--- config.mk ---
export PLATFORM = sky130hd
export DESIGN_NAME = dpac_quant
export DESIGN_NICKNAME = d
export VERILOG_FILES = /design/src/rtl/core/dpac_pkg.sv /design/src/rtl/core/dpac_quant.sv
export SDC_FILE = /design/constraint.sdc
export NUM_CORES = 1
export LEC_CHECK = 0
export ABC_AREA = 1
export BUFFER_PORTS_ARGS = -buffer_cell sky130_fd_sc_hd__buf_4
export CORE_UTILIZATION = 50
export CTS_CLUSTER_SIZE = 40
export DETAILED_ROUTE_END_ITERATION = 8
export PLACE_DENSITY = 0.77
export REMOVE_ABC_BUFFERS = 1
export SYNTH_ARGS = -nofsm -noshare
export SYNTH_HDL_FRONTEND = slang
export SYNTH_SLANG_ARGS = --single-unit
--- constraint.sdc ---
create_clock -name clk -period 1.85 [get_ports clk]
set_input_delay 0.37 -clock clk [delete_from_list [all_inputs] [get_ports clk]]
set_output_delay 0.37 -clock clk [all_outputs]
set_load 0.05 [all_outputs]
--- src/rtl/core/dpac_pkg.sv ---
// Shared types and constants for the dithered pixel to ANSI color stream.
`timescale 1ns / 1ps
package dpac_pkg;

    localparam int FRAC_BITS = 12;
    localparam int CHAN_W    = 16;
    localparam int PROD_W    = CHAN_W + 4;
    localparam int LEVEL_W   = 4;
    localparam int TABLE_AW  = 3 * LEVEL_W;
    localparam int TABLE_DEPTH = 1 << TABLE_AW;
    localparam int WORD_W    = 8;
    localparam int SEQ_MAX   = 11;
    localparam int SEQ_CNT_W = 4;

    typedef enum logic
    {
        OP_PIXEL = 1'b0,
        OP_LOAD  = 1'b1
    } opcode_t;

    typedef struct packed
    {
        opcode_t               op;
        logic [TABLE_AW-1:0]   addr;
        logic [WORD_W-1:0]     word;
    } stage_t;

    localparam logic [7:0] CH_ESC   = 8'h1B;
    localparam logic [7:0] CH_LBR   = 8'h5B;
    localparam logic [7:0] CH_SEMI  = 8'h3B;
    localparam logic [7:0] CH_M     = 8'h6D;
    localparam logic [7:0] CH_SPACE = 8'h20;
    localparam logic [7:0] CH_HASH  = 8'h23;
    localparam logic [7:0] CH_ZERO  = 8'h30;
    localparam logic [7:0] CH_ONE   = 8'h31;
    localparam logic [7:0] CH_THREE = 8'h33;
    localparam logic [7:0] CH_FOUR  = 8'h34;

    localparam logic [4:0] FG_RESET = 5'd31;
    localparam logic [3:0] BG_RESET = 4'd15;

endpackage

--- src/rtl/core/dpac_quant.sv ---
// Input stage: dithered quantization of the three channels into a table address.
`timescale 1ns / 1ps
module dpac_quant (
    input  logic                          clk,
    input  logic                          rst_n,
    input  logic                          in_valid,
    output logic                          in_ready,
    input  dpac_pkg::opcode_t             opcode,
    input  logic [dpac_pkg::CHAN_W-1:0]   red,
    input  logic [dpac_pkg::CHAN_W-1:0]   green,
    input  logic [dpac_pkg::CHAN_W-1:0]   blue,
    input  logic [1:0]                    dither_col,
    input  logic [1:0]                    dither_row,
    input  logic [dpac_pkg::TABLE_AW-1:0] table_index,
    input  logic [dpac_pkg::WORD_W-1:0]   table_word,
    input  logic                          issue,
    output logic                          stage_valid,
    output dpac_pkg::stage_t              stage
);

    localparam logic [4:0] BAYER [16] = '{
        5'd1,  5'd9,  5'd3,  5'd11,
        5'd13, 5'd5,  5'd15, 5'd7,
        5'd4,  5'd12, 5'd2,  5'd10,
        5'd16, 5'd8,  5'd14, 5'd6
    };

    function automatic logic [dpac_pkg::LEVEL_W-1:0] quantize(
        input logic [dpac_pkg::CHAN_W-1:0] chan,
        input logic [4:0]                  bayer
    );
        logic [dpac_pkg::PROD_W-1:0] v;
        logic [dpac_pkg::PROD_W-1:0] off;
        logic [dpac_pkg::PROD_W-1:0] q;
        v   = ({4'b0, chan} << 4) - {4'b0, chan};
        off = dpac_pkg::PROD_W'(bayer) << (dpac_pkg::FRAC_BITS - 3);
        q   = (v - off) >> dpac_pkg::FRAC_BITS;
        if (v <= off)
        begin
            quantize = '0;
        end
        else if (q > dpac_pkg::PROD_W'(15))
        begin
            quantize = 4'd15;
        end
        else
        begin
            quantize = q[dpac_pkg::LEVEL_W-1:0];
        end
    endfunction

    logic                    valid_reg;
    logic                    valid_next;
    dpac_pkg::stage_t        stage_reg;
    dpac_pkg::stage_t        stage_next;
    logic [4:0]              bayer;
    logic                    accept;

    assign in_ready = !valid_reg || issue;
    assign accept   = in_valid && in_ready;
    assign bayer    = BAYER[{dither_row, dither_col}];

    always_comb
    begin
        stage_next      = stage_reg;
        stage_next.op   = opcode;
        stage_next.word = table_word;
        if (opcode == dpac_pkg::OP_LOAD)
        begin
            stage_next.addr = table_index;
        end
        else
        begin
            stage_next.addr = {quantize(blue, bayer), quantize(green, bayer),
                               quantize(red, bayer)};
        end
    end

    assign valid_next = accept ? 1'b1 : (issue ? 1'b0 : valid_reg);

    always_ff @(posedge clk or negedge rst_n)
    begin
        if (!rst_n)
        begin
            valid_reg <= 1'b0;
        end
        else
        begin
            valid_reg <= valid_next;
        end
    end

    always_ff @(posedge clk)
    begin
        if (accept)
        begin
            stage_reg <= stage_next;
        end
    end

    assign stage_valid = valid_reg;
    assign stage       = stage_reg;

endmodule

Yosys cells after proc, flatten, opt, wreduce, memory -nomap -nowiden --
Memories as Yosys holds them, arrays and structs flattened. Cells that the tools add are included.
Operators by class: $add $sub $neg 6, multiply operators 0, div/mod/pow operators 0, order comparisons 7, equality and inequality tests 0, shift-type cells 0, muxes and demuxes 11, bitwise logic cells 1, reductions and logical operators 4
Operators by type and width (count):
- $le A20 B14 Y1 | 3
- $sub A20 B14 Y20 | 3
- $sub A20 B16 Y20 | 3
- $gt A8 B4 Y1 const B | 3
- $mux W4 | 6
- $mux W12 | 1
- $mux W5 | 2
- $ge A5 B5 Y1 const B | 1
- $not A4 Y5 | 1
- $mux W1 | 2
- $reduce_bool A2 Y1 | 1
- $logic_and A1 B1 Y1 | 1
- $logic_not A1 Y1 | 1
- $logic_or A1 B1 Y1 | 1
Storage, ports and cells: flip-flop bits (word level) 22, bits in latches 0, memory bits (writable) 0, memory bits (read-only) 80, input port bits 77, memories kept 1
Memories:
- (name not given) | depth 16, bits a word 5, rd ports 1, clocked after Yosys merged registers in 0, write ports 0, line dpac_quant.sv:61 | assign bayer = BAYER[{dither_row, dither_col}];

Longest topological paths before layout --
word-level depth 9, gate-level depth with buffers 22, depth with buffers taken out 22

Worst setup path before layout --
Ideal clock, no wire load.
kind input-to-reg, start point in blue[6] in the netlist's numbering, end point reg stage_reg (netlist bit stage[16]), data pin, setup time 0.252 ns, arrival time 2.764 ns, required time 1.598 ns, slack -1.166 ns, cell stages on the path 19, buffers on the path 0, cells stage by stage inv_1 > ha_1 > nand2_1 > nand2_1 > nor2_2 > o21ai_2 > a21oi_1 > xnor2_1 > ha_1 > a21oi_1 > o21ai_0 > a31oi_1 > nand3_2 > nor2_4 > nand3_1 > nand2_2 > nand3_1 > nand2_1 > nand2_1
RTL lines:
- from (decl) | line dpac_quant.sv:11 | input logic [dpac_pkg::CHAN_W-1:0] blue,
- to (signal assigned) | line dpac_quant.sv:97 | stage_reg <= stage_next;
- to (decl) | line dpac_quant.sv:54 | dpac_pkg::stage_t stage_reg;

==> summary.md <==
| Metric | Value |
|---|---|
| Post-synth cell types | `38` |
| CP Depth | `20` |
| Cells on worst reg2reg path | `2` |
| Clk root buf | `clkbuf_8` |
| CTS max path bufs | `2` |
| Dominant cells by area after synthesis | `nand2_1 (22%), ha_1 (15%), edfxtp_1 (14%), inv_1 (12%), nand3_1 (6.6%)` |
| Drt first pass iters | `9` |
| Core Box Area | `about 0.009 sq mm` |
| #FFs+latches synth | `22` |
| Max Clock Skew | `0.00924 ns` |
| Final Hold Viols | `0` |
| Final Critical Period | `about 3.9 ns` |
| Clock buffer count from CTS | `3` |
| Routed WL | `about 28000 um` |
| Combinational power share | `about four fifths` |
| DP HPWL | `around 13000 um` |
| I/O Pins | `100` |
| P_int | `between 0.002 and 0.0025 W` |
| Most frequent cells in the layout | `buf_4 (301), nand2_1 (221), inv_1 (122), nand2_2 (58), nand3_1 (39)` |
| CP Buf/Inv Count | `5` |
| CP Class | `in2reg` |
| Sequential power share | `12.3%` |
| CP startpoint kind | `primary input` |
| CP max FO | `3` |
| Hold depth | `1` |
| Worst hold start | `table_word[7]` |
| Worst Setup Slack, final | `-2.05 ns` |
| CP required | `~1.9 ns` |
| Critical Path, Cell by Cell | `buf_4, inv_2, ha_4, nand2_2, inv_2, nand2_4, nor3_4, a21oi_2, xnor2_1, ha_1, a21oi_2, o21ai_2, a31oi_2, buf_4, buf_4, a21oi_1, nor2_1, nand3_2, nand2_2, nand2_1` |
| Hold crit path type | `in2reg` |
| Synth top area share | `22.2%` |
| Die height | `just under 100 um` |
| Initial antenna violation count | `1` |
| Area after DPL | `slightly below 0.007 sq mm` |
| Crit path top cell by count | `buf_4` |
| Area Growth Syn to Fin | `79.6%` |
| GPL Wtd Cong | `roughly 0.9` |
| Total number of vias | `between 8000 and 9000` |
| CTS clk-pin slew, worst paths | `~0.10 ns` |
| Pwr per Cell Area | `~590 mW/mm^2` |
| Most common flop cell mapped by yosys | `edfxtp_1` |
| Total Routing Usage GR | `a little under two fifths` |
| Via density | `roughly 6.6` |
| Final Cycle Share | `211%` |
| Flop2flop setup slack | `0.65 ns` |
| Reg-to-Reg Start | `stage_valid$_DFFE_PN0P_` |
| Total Die Area | `between 0.009 and 0.01 sq mm` |
| Post-synth EDFFs | `21` |
| Max FFs per register | `21` |
| Least-Margin Pin Slew | `0.757 ns` |
| CP max-delay cell | `nor2_1` |
| Maxcap violations | `0` |
| I/O Buffers | `99` |
| Synth Area per Inst | `approximately 5.8 sq um` |
| Critical Path AT | `between 3 and 4 ns` |
| Min-Delay Endpoint | `stage[7]$_DFFE_PP_` |
| Worst r2r dst | `stage[3]$_DFFE_PP_` |
| Final Core Density | `around 94%` |
| Clock Sinks | `22` |
| Dpl cells | `about 1200` |
| Crit path max-delay family | `simple AND/OR/NAND/NOR gates` |
| RSZ-0062 raised after global routing | `yes` |
| Starting Density | `between 50% and 60%` |
| Vias in the first global route | `around 6900` |
| Max Clock Freq | `between 200 and 300 MHz` |
| # DRC | `21` |
| Violated checks | `DRC, setup timing` |
| Filler cell count | `around 280` |
| Setup TNS | `-19.02 ns` |
| Leading area contributor after synthesis | `nand2_1` |
| Leakage | `between 4 and 5 nW` |
| Nets | `1247` |
| DRT antenna net count | `0` |
| Share of layout cells above drive strength 1 | `between 50 and 60%` |
| Asr flop ratio synth | `under 10%` |
| Clock Latency Late Sink | `~0.27 ns` |
| Switching share of total power | `between 40% and 50%` |
| Max stage delay on crit path | `around 0.53 ns` |
| Worst slew margin | `around half` |
| Post-synthesis sequential area ratio | `about 14%` |
| Largest net degree at the start of global routing | `22` |
| Peak VDD IR | `approximately 0.44 mV` |
| Non-Filler Instances | `approximately 1200` |
| Design Area, Final | `about 0.0083 sq mm` |
| GRT overflow | `0` |
| Setup crit end kind | `flop` |
| Commonest non-fill, non-tap cell in the layout | `buf_4` |
| CTS tree | `built` |
| First-pass GRT wire length | `29800 um` |
| Synth Instances | `about 790` |
| Run status | `finished with violations` |
| Final Setup Violations | `12` |
| Clk network pwr share | `a little under a tenth` |
| Wire per inst | `23.1 um` |
| Max-slew violations | `0` |
| Switching power | `0.00242 W` |
| Row cnt | `34` |
| Die Wd | `around 100 um` |
| H-tree depth | `1` |
| Number of warnings issued by yosys | `0` |
| Cell Area, Synth | `between 0.004 and 0.005 sq mm` |
| 1st-iter DRT viols | `around 1500` |
## synthesized netlist by cell type, types with 2 or more instances
library cell,number
nand2_2,18
nand2_1,273
xnor2_1,16
a21o_1,2
a21oi_1,46
o21ai_2,3
nor2_4,2
inv_2,8
nand3_1,61
nor3_1,6
inv_1,147
edfxtp_1,21
nor2_2,14
ha_1,54
nand3_2,5
a21oi_2,2
nor3_2,3
a31oi_1,6
nand4_1,12
nor2_1,53
xor2_1,15
o21ai_0,8
## logic make-up (layout without fill, tap and decap cells)
family / Yosys count / after routing / share of synthesized area, %
AND/OR/NAND/NOR: 453 / 453 / 43.1
flip-flops: 22 / 22 / 14.2
other: 0 / 1 / 0
XOR/XNOR: 31 / 31 / 5.89
buffers and inverters: 157 / 481 / 12.8
adder cells (fa/ha/maj): 54 / 54 / 14.7
AO/OA/AOI/OAI: 74 / 74 / 9.29
## stage by stage
step           setup slack, ns  power, W  hold slack, ns
2_1_floorplan            -1.17   0.00203          0.0744
3_3_place_gp             -1.43   0.00302           0.147
3_5_place_dp             -1.61   0.00311           0.147
4_1_cts                  -1.13   0.00393           0.277
5_1_grt                  -2.23   0.00510           0.264
6_report                 -2.05   0.00489           0.274
## power by group through the flow
stage | combinational [W] | sequential [W] | clock, W
detailed placement | 0.00250 | 0.000608 | 0
global placement | 0.00241 | 0.000606 | 0
finish | 0.00382 | 0.000602 | 0.000471
global route | 0.00401 | 0.000606 | 0.000483
CTS | 0.00289 | 0.000597 | 0.000444
floorplan | 0.00132 | 0.000712 | 0
## worst max path at each step
stage / from / endpoint / slack, ns
finish: blue[10] / stage[18]$_DFFE_PP_ / -2.05
floorplan: blue[6] / stage[16]$_DFFE_PP_ / -1.17
CTS: blue[6] / stage[16]$_DFFE_PP_ / -1.13
global placement: red[3] / stage[11]$_DFFE_PP_ / -1.43
global route: blue[10] / stage[18]$_DFFE_PP_ / -2.23
detailed placement: blue[2] / stage[19]$_DFFE_PP_ / -1.61
## cell type report
cell class | instances | area (sq um) | area share [%]
Inverter | 156 | 611 | 7.38
Antenna cell | 1 | 2.50 | 0.0302
Clock buffer | 3 | 41.3 | 0.499
Multi-Input combinational cell | 612 | 4300 | 51.9
Timing Repair Buffer | 321 | 2500 | 30.2
Clock inverter | 1 | 30.0 | 0.363
Sequential cell | 22 | 656 | 7.92
Tap cell | 108 | 135 | 1.63
## repair_timing
item	4_1_cts	5_1_grt
pin swaps	70	106
gates resized for setup	111	140
setup buffers	28	9
gates cloned	0	0
endpoints found under the hold margin	1	0
hold buffers	1	0
endpoints found under the setup margin	12	12
## per-layer routing
metal,share of wire (%),wire [um],GRT usage (%),up-vias
met1,30,8400,40.4,3462
met5,0,0,0,-
met3,16,4470,4.37,464
met2,41,11700,72.3,997
met4,13,3680,16.9,0
li1,-,-,-,3152
Power figures use the tool's default switching activity.
