## src/rtl/core/dpac_pkg.sv

```systemverilog
// Shared types and constants for the dithered pixel to ANSI color stream.
`timescale 1ns / 1ps
package dpac_pkg;

    localparam int FRAC_BITS = 12;
    localparam int CHAN_W    = 16;
    localparam int PROD_W    = CHAN_W + 4;
    localparam int LEVEL_W   = 4;
    localparam int TABLE_AW  = 3 * LEVEL_W;
    localparam int TABLE_DEPTH = 1 << TABLE_AW;
    localparam int WORD_W    = 8;
    localparam int SEQ_MAX   = 11;
    localparam int SEQ_CNT_W = 4;

    typedef enum logic
    {
        OP_PIXEL = 1'b0,
        OP_LOAD  = 1'b1
    } opcode_t;

    typedef struct packed
    {
        opcode_t               op;
        logic [TABLE_AW-1:0]   addr;
        logic [WORD_W-1:0]     word;
    } stage_t;

    localparam logic [7:0] CH_ESC   = 8'h1B;
    localparam logic [7:0] CH_LBR   = 8'h5B;
    localparam logic [7:0] CH_SEMI  = 8'h3B;
    localparam logic [7:0] CH_M     = 8'h6D;
    localparam logic [7:0] CH_SPACE = 8'h20;
    localparam logic [7:0] CH_HASH  = 8'h23;
    localparam logic [7:0] CH_ZERO  = 8'h30;
    localparam logic [7:0] CH_ONE   = 8'h31;
    localparam logic [7:0] CH_THREE = 8'h33;
    localparam logic [7:0] CH_FOUR  = 8'h34;

    localparam logic [4:0] FG_RESET = 5'd31;
    localparam logic [3:0] BG_RESET = 4'd15;

endpackage

```

## src/rtl/core/dpac_emit.sv

```systemverilog
// Escape sequence builder and byte shifter, holding the current attributes.
`timescale 1ns / 1ps
module dpac_emit (
    input  logic                        clk,
    input  logic                        rst_n,
    input  logic                        entry_valid,
    output logic                        entry_ready,
    input  logic [dpac_pkg::WORD_W-1:0] entry,
    output logic                        out_valid,
    input  logic                        out_ready,
    output logic [7:0]                  out_byte,
    output logic                        out_last
);

    logic [7:0]                     buf_reg [dpac_pkg::SEQ_MAX];
    logic [7:0]                     buf_next [dpac_pkg::SEQ_MAX];
    logic [dpac_pkg::SEQ_CNT_W-1:0] rem_reg;
    logic [dpac_pkg::SEQ_CNT_W-1:0] rem_next;
    logic [4:0]                     fg_reg;
    logic [4:0]                     fg_next;
    logic [3:0]                     bg_reg;
    logic [3:0]                     bg_next;

    logic [7:0]                     seq [dpac_pkg::SEQ_MAX];
    logic [dpac_pkg::SEQ_CNT_W-1:0] seq_len;
    logic [4:0]                     fg;
    logic [2:0]                     bg;
    logic                           bg_change;
    logic                           load;
    logic                           shift;

    assign fg        = entry[4:0];
    assign bg        = entry[7:5];
    assign bg_change = ({1'b0, bg} != bg_reg);

    assign out_valid   = (rem_reg != '0);
    assign out_last    = (rem_reg == dpac_pkg::SEQ_CNT_W'(1));
    assign out_byte    = buf_reg[0];
    assign shift       = out_valid && out_ready;
    assign entry_ready = !out_valid || (out_last && out_ready);
    assign load        = entry_valid && entry_ready;

    always_comb
    begin
        for (int i = 0; i < dpac_pkg::SEQ_MAX; i++)
        begin
            seq[i] = dpac_pkg::CH_SPACE;
        end
        seq_len = '0;
        if (fg == {2'b00, bg})
        begin
            if (bg_change)
            begin
                seq[seq_len] = dpac_pkg::CH_ESC;   seq_len = seq_len + 1'b1;
                seq[seq_len] = dpac_pkg::CH_LBR;   seq_len = seq_len + 1'b1;
                seq[seq_len] = dpac_pkg::CH_FOUR;  seq_len = seq_len + 1'b1;
                seq[seq_len] = dpac_pkg::CH_ZERO + {5'b0, bg};
                seq_len = seq_len + 1'b1;
                seq[seq_len] = dpac_pkg::CH_M;     seq_len = seq_len + 1'b1;
            end
            seq[seq_len] = dpac_pkg::CH_SPACE;     seq_len = seq_len + 1'b1;
        end
        else
        begin
            if (fg == fg_reg)
            begin
                if (bg_change)
                begin
                    seq[seq_len] = dpac_pkg::CH_ESC;   seq_len = seq_len + 1'b1;
                    seq[seq_len] = dpac_pkg::CH_LBR;   seq_len = seq_len + 1'b1;
                    seq[seq_len] = dpac_pkg::CH_FOUR;  seq_len = seq_len + 1'b1;
                    seq[seq_len] = dpac_pkg::CH_ZERO + {5'b0, bg};
                    seq_len = seq_len + 1'b1;
                    seq[seq_len] = dpac_pkg::CH_M;     seq_len = seq_len + 1'b1;
                end
            end
            else
            begin
                seq[seq_len] = dpac_pkg::CH_ESC;       seq_len = seq_len + 1'b1;
                seq[seq_len] = dpac_pkg::CH_LBR;       seq_len = seq_len + 1'b1;
                if (fg[3] != fg_reg[3])
                begin
                    seq[seq_len] = fg[3] ? dpac_pkg::CH_ONE : dpac_pkg::CH_ZERO;
                    seq_len = seq_len + 1'b1;
                    seq[seq_len] = dpac_pkg::CH_SEMI;  seq_len = seq_len + 1'b1;
                end
                if (bg_change || (fg[3] == 1'b0 && fg_reg[3] == 1'b1))
                begin
                    seq[seq_len] = dpac_pkg::CH_FOUR;  seq_len = seq_len + 1'b1;
                    seq[seq_len] = dpac_pkg::CH_ZERO + {5'b0, bg};
                    seq_len = seq_len + 1'b1;
                    seq[seq_len] = dpac_pkg::CH_SEMI;  seq_len = seq_len + 1'b1;
                end
                seq[seq_len] = dpac_pkg::CH_THREE;     seq_len = seq_len + 1'b1;
                seq[seq_len] = dpac_pkg::CH_ZERO + {5'b0, fg[2:0]};
                seq_len = seq_len + 1'b1;
                seq[seq_len] = dpac_pkg::CH_M;         seq_len = seq_len + 1'b1;
            end
            seq[seq_len] = dpac_pkg::CH_HASH;          seq_len = seq_len + 1'b1;
        end
    end

    always_comb
    begin
        buf_next = buf_reg;
        rem_next = rem_reg;
        fg_next  = fg_reg;
        bg_next  = bg_reg;
        if (load)
        begin
            buf_next = seq;
            rem_next = seq_len;
            bg_next  = {1'b0, bg};
            if (fg != {2'b00, bg})
            begin
                fg_next = fg;
            end
        end
        else if (shift)
        begin
            for (int i = 0; i < dpac_pkg::SEQ_MAX - 1; i++)
            begin
                buf_next[i] = buf_reg[i+1];
            end
            rem_next = rem_reg - 1'b1;
        end
    end

    always_ff @(posedge clk or negedge rst_n)
    begin
        if (!rst_n)
        begin
            rem_reg <= '0;
            fg_reg  <= dpac_pkg::FG_RESET;
            bg_reg  <= dpac_pkg::BG_RESET;
        end
        else
        begin
            rem_reg <= rem_next;
            fg_reg  <= fg_next;
            bg_reg  <= bg_next;
        end
    end

    always_ff @(posedge clk)
    begin
        buf_reg <= buf_next;
    end

endmodule

```

## config.mk

```make
export PLATFORM = sky130hd
export DESIGN_NAME = dpac_emit
export DESIGN_NICKNAME = d
export VERILOG_FILES = /design/src/rtl/core/dpac_pkg.sv /design/src/rtl/core/dpac_emit.sv
export SDC_FILE = /design/constraint.sdc
export NUM_CORES = 1
export LEC_CHECK = 0
export ABC_CLOCK_PERIOD_IN_PS = 7800
export BUFFER_PORTS_ARGS = -buffer_cell sky130_fd_sc_hd__buf_2
export CAP_MARGIN = 25
export CELL_PAD_IN_SITES_DETAIL_PLACEMENT = 1
export CELL_PAD_IN_SITES_GLOBAL_PLACEMENT = 2
export CORE_UTILIZATION = 43
export CTS_CLUSTER_SIZE = 24
export DETAILED_ROUTE_END_ITERATION = 8
export PLACE_DENSITY = 0.81
export SYNTH_ARGS = -nofsm -noshare
export SYNTH_HDL_FRONTEND = slang
export SYNTH_SLANG_ARGS = --single-unit
```

## constraint.sdc

```tcl
create_clock -name clk -period 7.8 [get_ports clk]
set_input_delay 0.78 -clock clk [delete_from_list [all_inputs] [get_ports clk]]
set_output_delay 0.78 -clock clk [all_outputs]
set_load 0.02 [all_outputs]
```

Yosys cells after proc, flatten, opt, wreduce, memory -nomap -nowiden:

Cells that the tools add are included.

* add/sub/neg operators: 11
* order comparisons: 16
* equal/unequal tests: 6
* mux-type cells: 47
* bitwise logic cells: 27
* reduce and logical (&&, ||, !) cells: 18

Operator list (number)
* $mux W88: 4
* $demux W8 S4: 8
* $bwmux W88: 2
* $mux W80: 2
* $mux W40: 3
* $not A55 Y55: 2
* $or A55 B55 Y55: 2
* $mux W48: 2
* $and A77 B77 Y77: 1
* $not A77 Y77: 1
* $and A33 B33 Y33: 2
* $not A33 Y33: 2
* $mux W8: 8
* $and A53 B55 Y55: 1
* $and A55 B55 Y55: 1
* $and A44 B44 Y44: 1
* $mux W4: 11
* $not A44 Y44: 1
* $or A44 B44 Y44: 1
* $ge A5 B5 Y1 const B: 8
* $lt A5 B1 Y1 const B: 8
* $not A4 Y5: 8
* $mux W38: 1
* $or A32 B33 Y33: 1
* 22 further kinds: 44

* bits in registers: 101
* input port bits: 12
* output and inout bits: 11
* word-level logic and storage cells: 139

Logic depth before layout (Yosys ltp):

* word-level depth: 24
* depth in mapped cells: 13
* depth with buffers taken out: 11

Least setup slack after synthesis:

No wires, ideal clock.

* path kind: input -> register
* from: input port entry[5] (netlist bit)
* to: register rem_reg[1] (netlist bit)
* setup time: 0.125 ns
* arrival time: 3.279 ns
* data required time: 7.675 ns
* path slack: 4.396 ns
* cell stages on the path: 13
* path buffers: 3
* cell sequence: buf_2 -> xor2_1 -> nor4_4 -> nand2b_2 -> buf_2 -> ha_1 -> clkbuf_1 -> nor2_1 -> nor2_1 -> ha_1 -> nand2_1 -> o21ai_0 -> mux2_2

* cells in the longest elaborated chain, start to end: 13
* elaborated cells on any way between the ends: 17
* classes of those cells: add/sub: 5; eq/ne: 2; mux: 9; reduce/logical: 1

Ends and longest elaborated chain
* from (decl): line dpac_emit.sv:8 `input logic [dpac_pkg::WORD_W-1:0] entry,`
* $ne A3 B4 Y1: line dpac_emit.sv:34 `assign bg_change = ({1'b0, bg} != bg_reg);`
* $logic_or A1 B1 Y1: line dpac_emit.sv:87 `if (bg_change || (fg[3] == 1'b0 && fg_reg[3] == 1'b1))`
* $mux W4: line dpac_emit.sv:87
* $mux W4: line dpac_emit.sv:65 `if (fg == fg_reg)`
* $mux W4: line dpac_emit.sv:50 `if (fg == {2'b00, bg})`
* $add A4 B1 Y4: line dpac_emit.sv:94 `seq[seq_len] = dpac_pkg::CH_THREE; seq_len = seq_len + 1'b1;`
* $add A4 B1 Y4: line dpac_emit.sv:96 `seq_len = seq_len + 1'b1;`
* $add A4 B1 Y4: line dpac_emit.sv:97 `seq[seq_len] = dpac_pkg::CH_M; seq_len = seq_len + 1'b1;`
* $mux W4: line dpac_emit.sv:65
* $mux W4: line dpac_emit.sv:50
* $add A4 B1 Y4: line dpac_emit.sv:99 `seq[seq_len] = dpac_pkg::CH_HASH; seq_len = seq_len + 1'b1;`
* $mux W4 *: line dpac_emit.sv:50
* $mux W4 *: line dpac_emit.sv:109 `if (load)`
* to (signal assigned): line dpac_emit.sv:139 `rem_reg <= rem_next;`
* to (decl): line dpac_emit.sv:17 `logic [dpac_pkg::SEQ_CNT_W-1:0] rem_reg;`

Every way passes the cells marked *; elsewhere a longest branch is shown, timed or not. The select of a mux whose other input is x is not followed.
A chain may end at the register's enable or synchronous reset.

==> flow_metrics.tcl <==
set metrics [dict create \
    crit_path_frequent_cell "nor2_1" \
    grt_pass1_vias 3170 \
    post_drt_wl_per_cell_microns 20.9 \
    dr.pass1.iters 5 \
    skew_ns 0.0143 \
    finalWorstSetupSlack_ns 4.07 \
    io_pins 23 \
    post-route-min-period_ns 3.73 \
    postPlaceCellArea_sq_um 4290 \
    coreArea_sq_um 9330 \
    grt_first_pass_wirelength_microns 17800 \
    clockRootBuffer "clkbuf_8" \
    die_area_sq_um 10100 \
    yosysTopAreaCell "edfxtp_1" \
    synthFlopType "edfxtp_1" \
    leakage_nw 1.78 \
    start_util 0.447 \
    preCtsSetupSlack_ns 3.85 \
    synth_common_cells "79 x nand2_1, 64 x edfxtp_1, 33 x o21ai_0" \
    grt_use_total 0.240 \
    final-hold-violation-count 0 \
    peakVddDrop_mv 0.127 \
    drt_iter0_markers 198 \
    syn-num-nets 427 \
    synth-edff-count 64 \
    p_per_area_nw_per_um2 358 \
    layout.nets 428 \
    seq_area_frac_synth 0.542 \
    die-height_microns 100 \
    clkTransAtPathRegs_ns 0.08 \
    hpwl_microns 7460 \
    netlist.area_leader.share 0.461 \
    reg2reg_from "bg_reg[2]" \
    maxSlewViolCount 0 \
    die_w_microns 100 \
    min_path_type "in -> async" \
    crit_slowest_cell "nor2_1" \
    worst_ep_required_time_ns 8.01 \
    crit_path_start "entry[7]" \
    syn_to_final_growth_pct 8.14 \
    wirelength_microns 11200 \
    max_slew_margin 0.308 \
    cp_max_fo 18 \
    synth_cell_type_count 59 \
    cts.repair.resized 0 \
    cp-end-kind "flip-flop" \
    syn_area_per_cell_sq_um 10.4 \
    synth_warnings 0 \
    worst_path_largest_cell_delay_ns 0.68 \
    r2r_cells 9 \
    rows 35 \
    cts_made_buffers 9 \
    finalSetupTns_ns 0 \
    yosysMostFrequentCell "nand2_1" \
    critPathKind "in -> reg" \
    cp-endpoint "buf_reg[41]" \
    drtAntennaViolNets 0 \
    synth_seq_cells 77 \
    antenna_found_initial 0 \
    largest_reg_flops 57 \
    status "finished clean" \
    fmax_mhz 268 \
    ys_top_cells_by_area "edfxtp_1 46%, nand2_1 7.1%, dfstp_2 5.7%, o21ai_0 4.0%, ha_1 3.9%" \
    drc 0 \
    r2r-end "buf_reg[41]" \
    r2r_setup_slack_ns 4.20 \
    layout-drive-gt1-share 0.154 \
    clock_latency_ns 0.35 \
    power_mw 1.61 \
    crit_path_start_kind "primary input" \
    htree_levels 3 \
    synth-async-reset-ratio 0.169 \
    clockBufferDepth 2 \
    fin_util 0.483 \
    diodes 0 \
    drv_cap 0 \
    cts_tree "done" \
    overflow 0 \
    cts_hold_buffers 0 \
    post_cts_buffers 0 \
    syn-cell-area_sq_um 4170 \
    min_period_over_period 0.478 \
    synthCells 402 \
    crit_arrival_ns 3.94 \
    port_buffers 21 \
    drt-vias-per-instance 5.81 \
    grt_start_max_net_pins 73 \
    final_area_sq_um 4510 \
    setup_viol 0 \
    gp_congestion 0.863 \
    vias 3122 \
    path_cells "buf_2 -> xor2_1 -> nor4_4 -> nand2b_2 -> ha_1 -> nor2_1 -> nand3b_1 -> mux2_2 -> nor2_1 -> a211o_1" \
    clock-sinks 77 \
    rsz0062_at_grt "false" \
    tightest_slew_ns 1.03 \
]
## logic make-up (layout without fill, tap and decap cells)
family                   count (synthesis)  after routing  synth area share
AO/OA/AOI/OAI                          112            112             0.178
XOR/XNOR                                11             11            0.0231
adder cells (fa/ha/maj)                 13             13            0.0390
buffers and inverters                   47             53            0.0522
flip-flops                              77             77             0.542
multiplexers                             7              7            0.0192
other                                    1              1          0.000900
AND/OR/NAND/NOR                        134            134             0.146
## layout by cell type, fill, tap and decap left out, types with 9 or more instances in the layout
| cell type | n |
|---|---|
| a21oi_1 | 17 |
| ha_1 | 13 |
| o21ai_0 | 33 |
| a31oi_1 | 11 |
| nand2_1 | 78 |
| nor2_1 | 18 |
| buf_2 | 21 |
| clkbuf_8 | 9 |
| dfstp_2 | 9 |
| edfxtp_1 | 64 |
| inv_1 | 11 |
## power breakdown
group | switching (mW) | internal, mW | total, mW
clock | 0.152 | 0.180 | 0.332
sequential | 0.0444 | 0.604 | 0.648
combinational | 0.421 | 0.212 | 0.634
## how the worst min path moves through the flow
stage	startpoint	endpoint	slack (ns)	depth (start not counted)
after global placement	bg_reg[0]	bg_reg[0]	0.46	2
after global routing	rst_n	rem_reg[0]	0.34	1
after CTS	rst_n	rem_reg[0]	0.32	1
final	rst_n	rem_reg[0]	0.32	1
after floorplan	bg_reg[0]	bg_reg[0]	0.45	2
after detailed placement	bg_reg[0]	bg_reg[0]	0.46	2
## routing by layer
| metal | global-route usage | share of wire |
|---|---|---|
| met3 | 0.0340 | 0.036 |
| met1 | 0.335 | 0.48 |
| met5 | 0 | 0 |
| met4 | 0.0825 | 0.018 |
| met2 | 0.386 | 0.47 |
## critical path, delay by kind of cell
kind | cells | cell delay, ns
multiplexers | 1 | 0.34
AND/OR/NAND/NOR | 5 | 1.90
buffers and inverters | 1 | 0.15
adder cells (fa/ha/maj) | 1 | 0.44
AO/OA/AOI/OAI | 1 | 0.12
XOR/XNOR | 1 | 0.20
## final cells by class
type | count | area (sq um)
Sequential cell | 77 | 2260
Clock buffer | 10 | 128
Timing Repair Buffer | 25 | 135
Clock inverter | 6 | 85.1
Multi-Input combinational cell | 278 | 1690
Tap cell | 129 | 161
Inverter | 12 | 45.0
Fill cell | 1027 | 4820
## through the flow
step	hold slack, ns	std cells
CTS	0.319	537
global placement	0.456	521
floorplan	0.446	402
finish	0.322	537
global route	0.341	537
detailed placement	0.461	521
No activity file was read; power rests on OpenSTA's default activity.
